**config.mk**
```make
export PLATFORM = sky130hd
export DESIGN_NAME = gscw_probe
export DESIGN_NICKNAME = d
export VERILOG_FILES = /design/src/gscw_pkg.sv /design/src/gscw_probe.sv
export SDC_FILE = /design/constraint.sdc
export NUM_CORES = 1
export LEC_CHECK = 0
export ABC_AREA = 1
export BUFFER_PORTS_ARGS = -buffer_cell sky130_fd_sc_hd__buf_2
export CAP_MARGIN = 5
export CORE_MARGIN = 5
export CORE_UTILIZATION = 50
export DETAILED_ROUTE_END_ITERATION = 10
export GPL_TIMING_DRIVEN = 0
export PLACE_DENSITY = 0.85
export SYNTH_ARGS = -nofsm -noshare
export SYNTH_HDL_FRONTEND = slang
export SYNTH_SLANG_ARGS = --single-unit
```
**constraint.sdc**
```tcl
create_clock -name vclk -period 3.6
set_input_delay 0.18 -clock vclk [all_inputs]
set_output_delay 0.18 -clock vclk [all_outputs]
set_load 0.01 [all_outputs]
```
**src/gscw_pkg.sv**
```systemverilog
package gscw_pkg;

  // Grid side; legal range 2 to 256. Coordinates stay 6 bits wide.
  localparam int GRID_SIDE = 64;
  localparam int CELLS     = GRID_SIDE * GRID_SIDE;
  localparam int ADDR_W    = $clog2(CELLS);

  localparam int COORD_W = 6;
  localparam int BOUND_W = 7;
  localparam int CFG_W   = 7;
  localparam int CFG_IDX_W = 1;

  // Bound cap: min(GRID_SIDE, 64).
  localparam logic [BOUND_W-1:0] BOUND_CAP = BOUND_W'((GRID_SIDE < 64) ? GRID_SIDE : 64);
  localparam logic [BOUND_W-1:0] BOUND_RESET = BOUND_W'(64);

  // Register indexes.
  localparam logic [CFG_IDX_W-1:0] CFG_COLUMNS = 1'b0;
  localparam logic [CFG_IDX_W-1:0] CFG_ROWS    = 1'b1;

  typedef enum logic [1:0] {
    OP_WRITE = 2'd0,
    OP_START = 2'd1,
    OP_STEP  = 2'd2
  } op_t;

  // Adding one turns clockwise.
  typedef enum logic [1:0] {
    HEAD_PY = 2'd0,
    HEAD_PX = 2'd1,
    HEAD_NY = 2'd2,
    HEAD_NX = 2'd3
  } heading_t;

  // Map entry: bit 1 blocked, bit 0 visited.
  typedef logic [1:0] cell_t;
  localparam cell_t CELL_FREE    = 2'b00;
  localparam cell_t CELL_VISITED = 2'b01;

  typedef struct packed {
    logic [1:0]         operation;
    logic [COORD_W-1:0] cell_x;
    logic [COORD_W-1:0] cell_y;
    logic               cell_blocked;
    logic               cell_visited;
    logic               use_previous;
    logic [COORD_W-1:0] previous_x;
    logic [COORD_W-1:0] previous_y;
  } in_item_t;

  typedef struct packed {
    logic [COORD_W-1:0] position_x;
    logic [COORD_W-1:0] position_y;
    logic               advanced;
    logic               walk_done;
  } out_item_t;

  // Neighbor probe result.
  typedef struct packed {
    logic               hit;
    heading_t           dir;
    logic [COORD_W-1:0] nx;
    logic [COORD_W-1:0] ny;
    logic [ADDR_W-1:0]  addr;
  } probe_t;

  function automatic logic [BOUND_W-1:0] bound_of(input logic [BOUND_W-1:0] r);
    return (r > BOUND_CAP) ? BOUND_CAP : r;
  endfunction

  function automatic logic [ADDR_W-1:0] cell_addr(input logic [COORD_W-1:0] x,
                                                  input logic [COORD_W-1:0] y);
    return ADDR_W'(ADDR_W'(y) * ADDR_W'(GRID_SIDE)) + ADDR_W'(x);
  endfunction

endpackage

```
**src/gscw_probe.sv**
```systemverilog
module gscw_probe import gscw_pkg::*; (
  input  logic [COORD_W-1:0] x,
  input  logic [COORD_W-1:0] y,
  input  heading_t           heading,
  input  logic [1:0]         trial,
  input  logic [BOUND_W-1:0] cols,
  input  logic [BOUND_W-1:0] rows,
  output probe_t             probe
);

  heading_t           dir;
  logic [BOUND_W-1:0] nx7;
  logic [BOUND_W-1:0] ny7;
  logic               under;

  always_comb begin
    dir   = heading_t'(heading + trial);
    nx7   = {1'b0, x};
    ny7   = {1'b0, y};
    under = 1'b0;
    case (dir)
      HEAD_PY: ny7 = {1'b0, y} + BOUND_W'(1);
      HEAD_PX: nx7 = {1'b0, x} + BOUND_W'(1);
      HEAD_NY: begin
        under = (y == '0);
        ny7   = {1'b0, y} - BOUND_W'(1);
      end
      HEAD_NX: begin
        under = (x == '0);
        nx7   = {1'b0, x} - BOUND_W'(1);
      end
      default: under = 1'b1;
    endcase
    probe.hit  = !under && (nx7 < cols) && (ny7 < rows);
    probe.dir  = dir;
    probe.nx   = nx7[COORD_W-1:0];
    probe.ny   = ny7[COORD_W-1:0];
    probe.addr = cell_addr(nx7[COORD_W-1:0], ny7[COORD_W-1:0]);
  end

endmodule

```
==> metrics.md <==
| Metric | Value |
|---|---|
| Post-CTS setup buffers | 0 |
| Status | complete, no violations |
| Ratio of cells with drive above 1 in the final layout | 0.355 |
| P_leak | 0.997 nW |
| Post-layout util | 0.647 |
| FMAX | 327 MHz |
| Die Wd | 60 µm |
| Post-layout net count | 329 |
| First-pass DRT Iterations | 4 |
| Top cell type's share of synthesized area | 0.183 |
| Unrepaired setup endpoints after global routing | false |
| Post-CTS sizing | 0 |
| Final hold vios | 0 |
| First-pass GRT wire length | 4870 µm |
| Top cells by count, synth | nand2_1 (61), inv_1 (39), nand3_1 (18), ha_1 (15), nor2_1 (14) |
| Routed vias/inst | 4.74 |
| IO Port Bufs | 57 |
| Yosys top cell by area | nand2_1 |
| # rows | 18 |
| WS Path Type | primary input to output port |
| Synth Instances | 225 |
| Setup TNS | 0 ps |
| Antenna Nets Post-Route | 0 |
| Number of max-cap violations | 0 |
| All-Layer GR Usage | 0.163 |
| Post-Syn Area | 0.00125 mm² |
| Register area | 0 µm² |
| GPL Wtd Cong | 0.886 |
| Top-count cell post-synth | nand2_1 |
| Antenna cell count | 0 |
| Pwr/cell area | 216 mW/mm² |
| Period Utilization, post-route | 0.850 |
| Routed WL | 2840 µm |
| Hold Crit Class | primary input to output port |
| Largest net degree at the start of global routing | 11 |
| Final Setup Violations | 0 |
| Post-DP HPWL | 2510 µm |
| Critical Path AT | 2880 ps |
| Final max-slew violation count | 0 |
| Routed len/inst | 9.09 µm |
| FFs & Latches | 0 |
| Vias in the first global route | 1274 |
| Synth-to-Final Area Change | 25.8% |
| DR DRC count | 0 |
| Area contributors post-synth | nand2_1 (18%), ha_1 (15%), inv_1 (12%), nand3_1 (7.2%), buf_4 (7.2%) |
| Core Area | 0.00243 mm² |
| CLK BUF | 0 |
| Worst vdd ir | 0.128 mV |
| I/O Pins | 57 |
| Post-Syn Area per Cell | 5.56 µm² |
| Syn_nets | 270 |
| Total grt overflow | 0 |
| Iter 0 DRT Violations | 48 |
| Setup crit end kind | output port |
| Initial core utilization | 0.514 |
| Initial antenna violation count | 0 |
| CTS Hold Bufs | 0 |
| Critical-path maximum fanout | 9 |
| Worst-margin pin slew | 455 ps |
| Rel. slew slack | 0.696 |
| Post-synth cell types | 28 |
| Die Ht | 60 µm |
| DR vias | 1478 |
| Startpoint types | primary input |
| Worst path required time | 3420 ps |
| Post-synthesis sequential area ratio | 0 |
| Die area | 0.00360 mm² |
| Ys Warns | 0 |
| Period minus WS final | 3060 ps |
[kinds of logic (layout without fill, tap and decap cells)]
| kind of cell | Yosys count | in the layout | share of synthesized area |
|---|---|---|---|
| buffers and inverters | 58 | 115 | 0.216 |
| and+or+nand+nor | 124 | 124 | 0.498 |
| xor gates and xnor gates | 2 | 2 | 0.0200 |
| adders and majority gates | 15 | 15 | 0.150 |
| AOI/OAI and AO/OA | 26 | 26 | 0.116 |
[report_power, final]
group	internal (mW)	switching, mW
clock network	0	0
registers	0	0
logic	0.146	0.193
[cells in the final DEF (no fill, tap or decap), types with 3 or more instances in the layout]
cell type	n
inv_2	3
inv_1	39
buf_4	12
nor2_1	14
nand3_4	3
nand3_1	18
nand2_2	6
a21oi_1	9
nand4_1	6
buf_2	59
ha_1	15
o21ai_0	10
nand2_1	61
nor2_2	9
[worst paths after layout]
check / from / to / slack (ps) / cells past startpoint
worst min-delay path: trial[0] / probe[24] / 670 / 3
worst max-delay path: heading[0] / probe[26] / 540 / 22
[critical path, cell delays in order]
cell	delay [ps]
buf_2	100
ha_1	280
buf_2	190
nand3_4	170
nand2_1	90
nand2_1	100
inv_1	50
ha_1	180
nor2_2	140
nor2_2	50
nand2_1	110
nand2_1	60
nand2_1	60
nand2_1	50
a21oi_2	160
ha_1	270
a21oi_1	150
o21ai_0	80
a21oi_1	130
nand2_1	70
nor2_1	80
buf_2	130
[stage by stage]
step	setup WS [ps]	cell area [µm²]	cells	power, mW	hold WS [ps]
6_report	540	1570	312	0.339	674
2_1_floorplan	762	1250	225	0.242	507
4_1_cts	518	1570	312	0.344	680
3_3_place_gp	552	1570	312	0.337	677
5_1_grt	169	1570	312	0.392	706
3_5_place_dp	520	1570	312	0.343	680
[per-layer routing]
| metal | track usage | share of wire | routed length, µm |
|---|---|---|---|
| met5 | 0 | 0 | 0 |
| met4 | 0 | 0 | 0 |
| met3 | 0.00216 | 0.055 | 155 |
| met2 | 0.316 | 0.48 | 1350 |
| met1 | 0.209 | 0.47 | 1330 |
[final cells by class]
cell class / count / area (µm²)
Tap cell: 30 / 37.5
Fill cell: 258 / 860
Timing Repair Buffer: 57 / 285
Inverter: 43 / 166
Multi-Input combinational cell: 167 / 980
Buffer: 15 / 104
(Power assumes the default switching activity.)
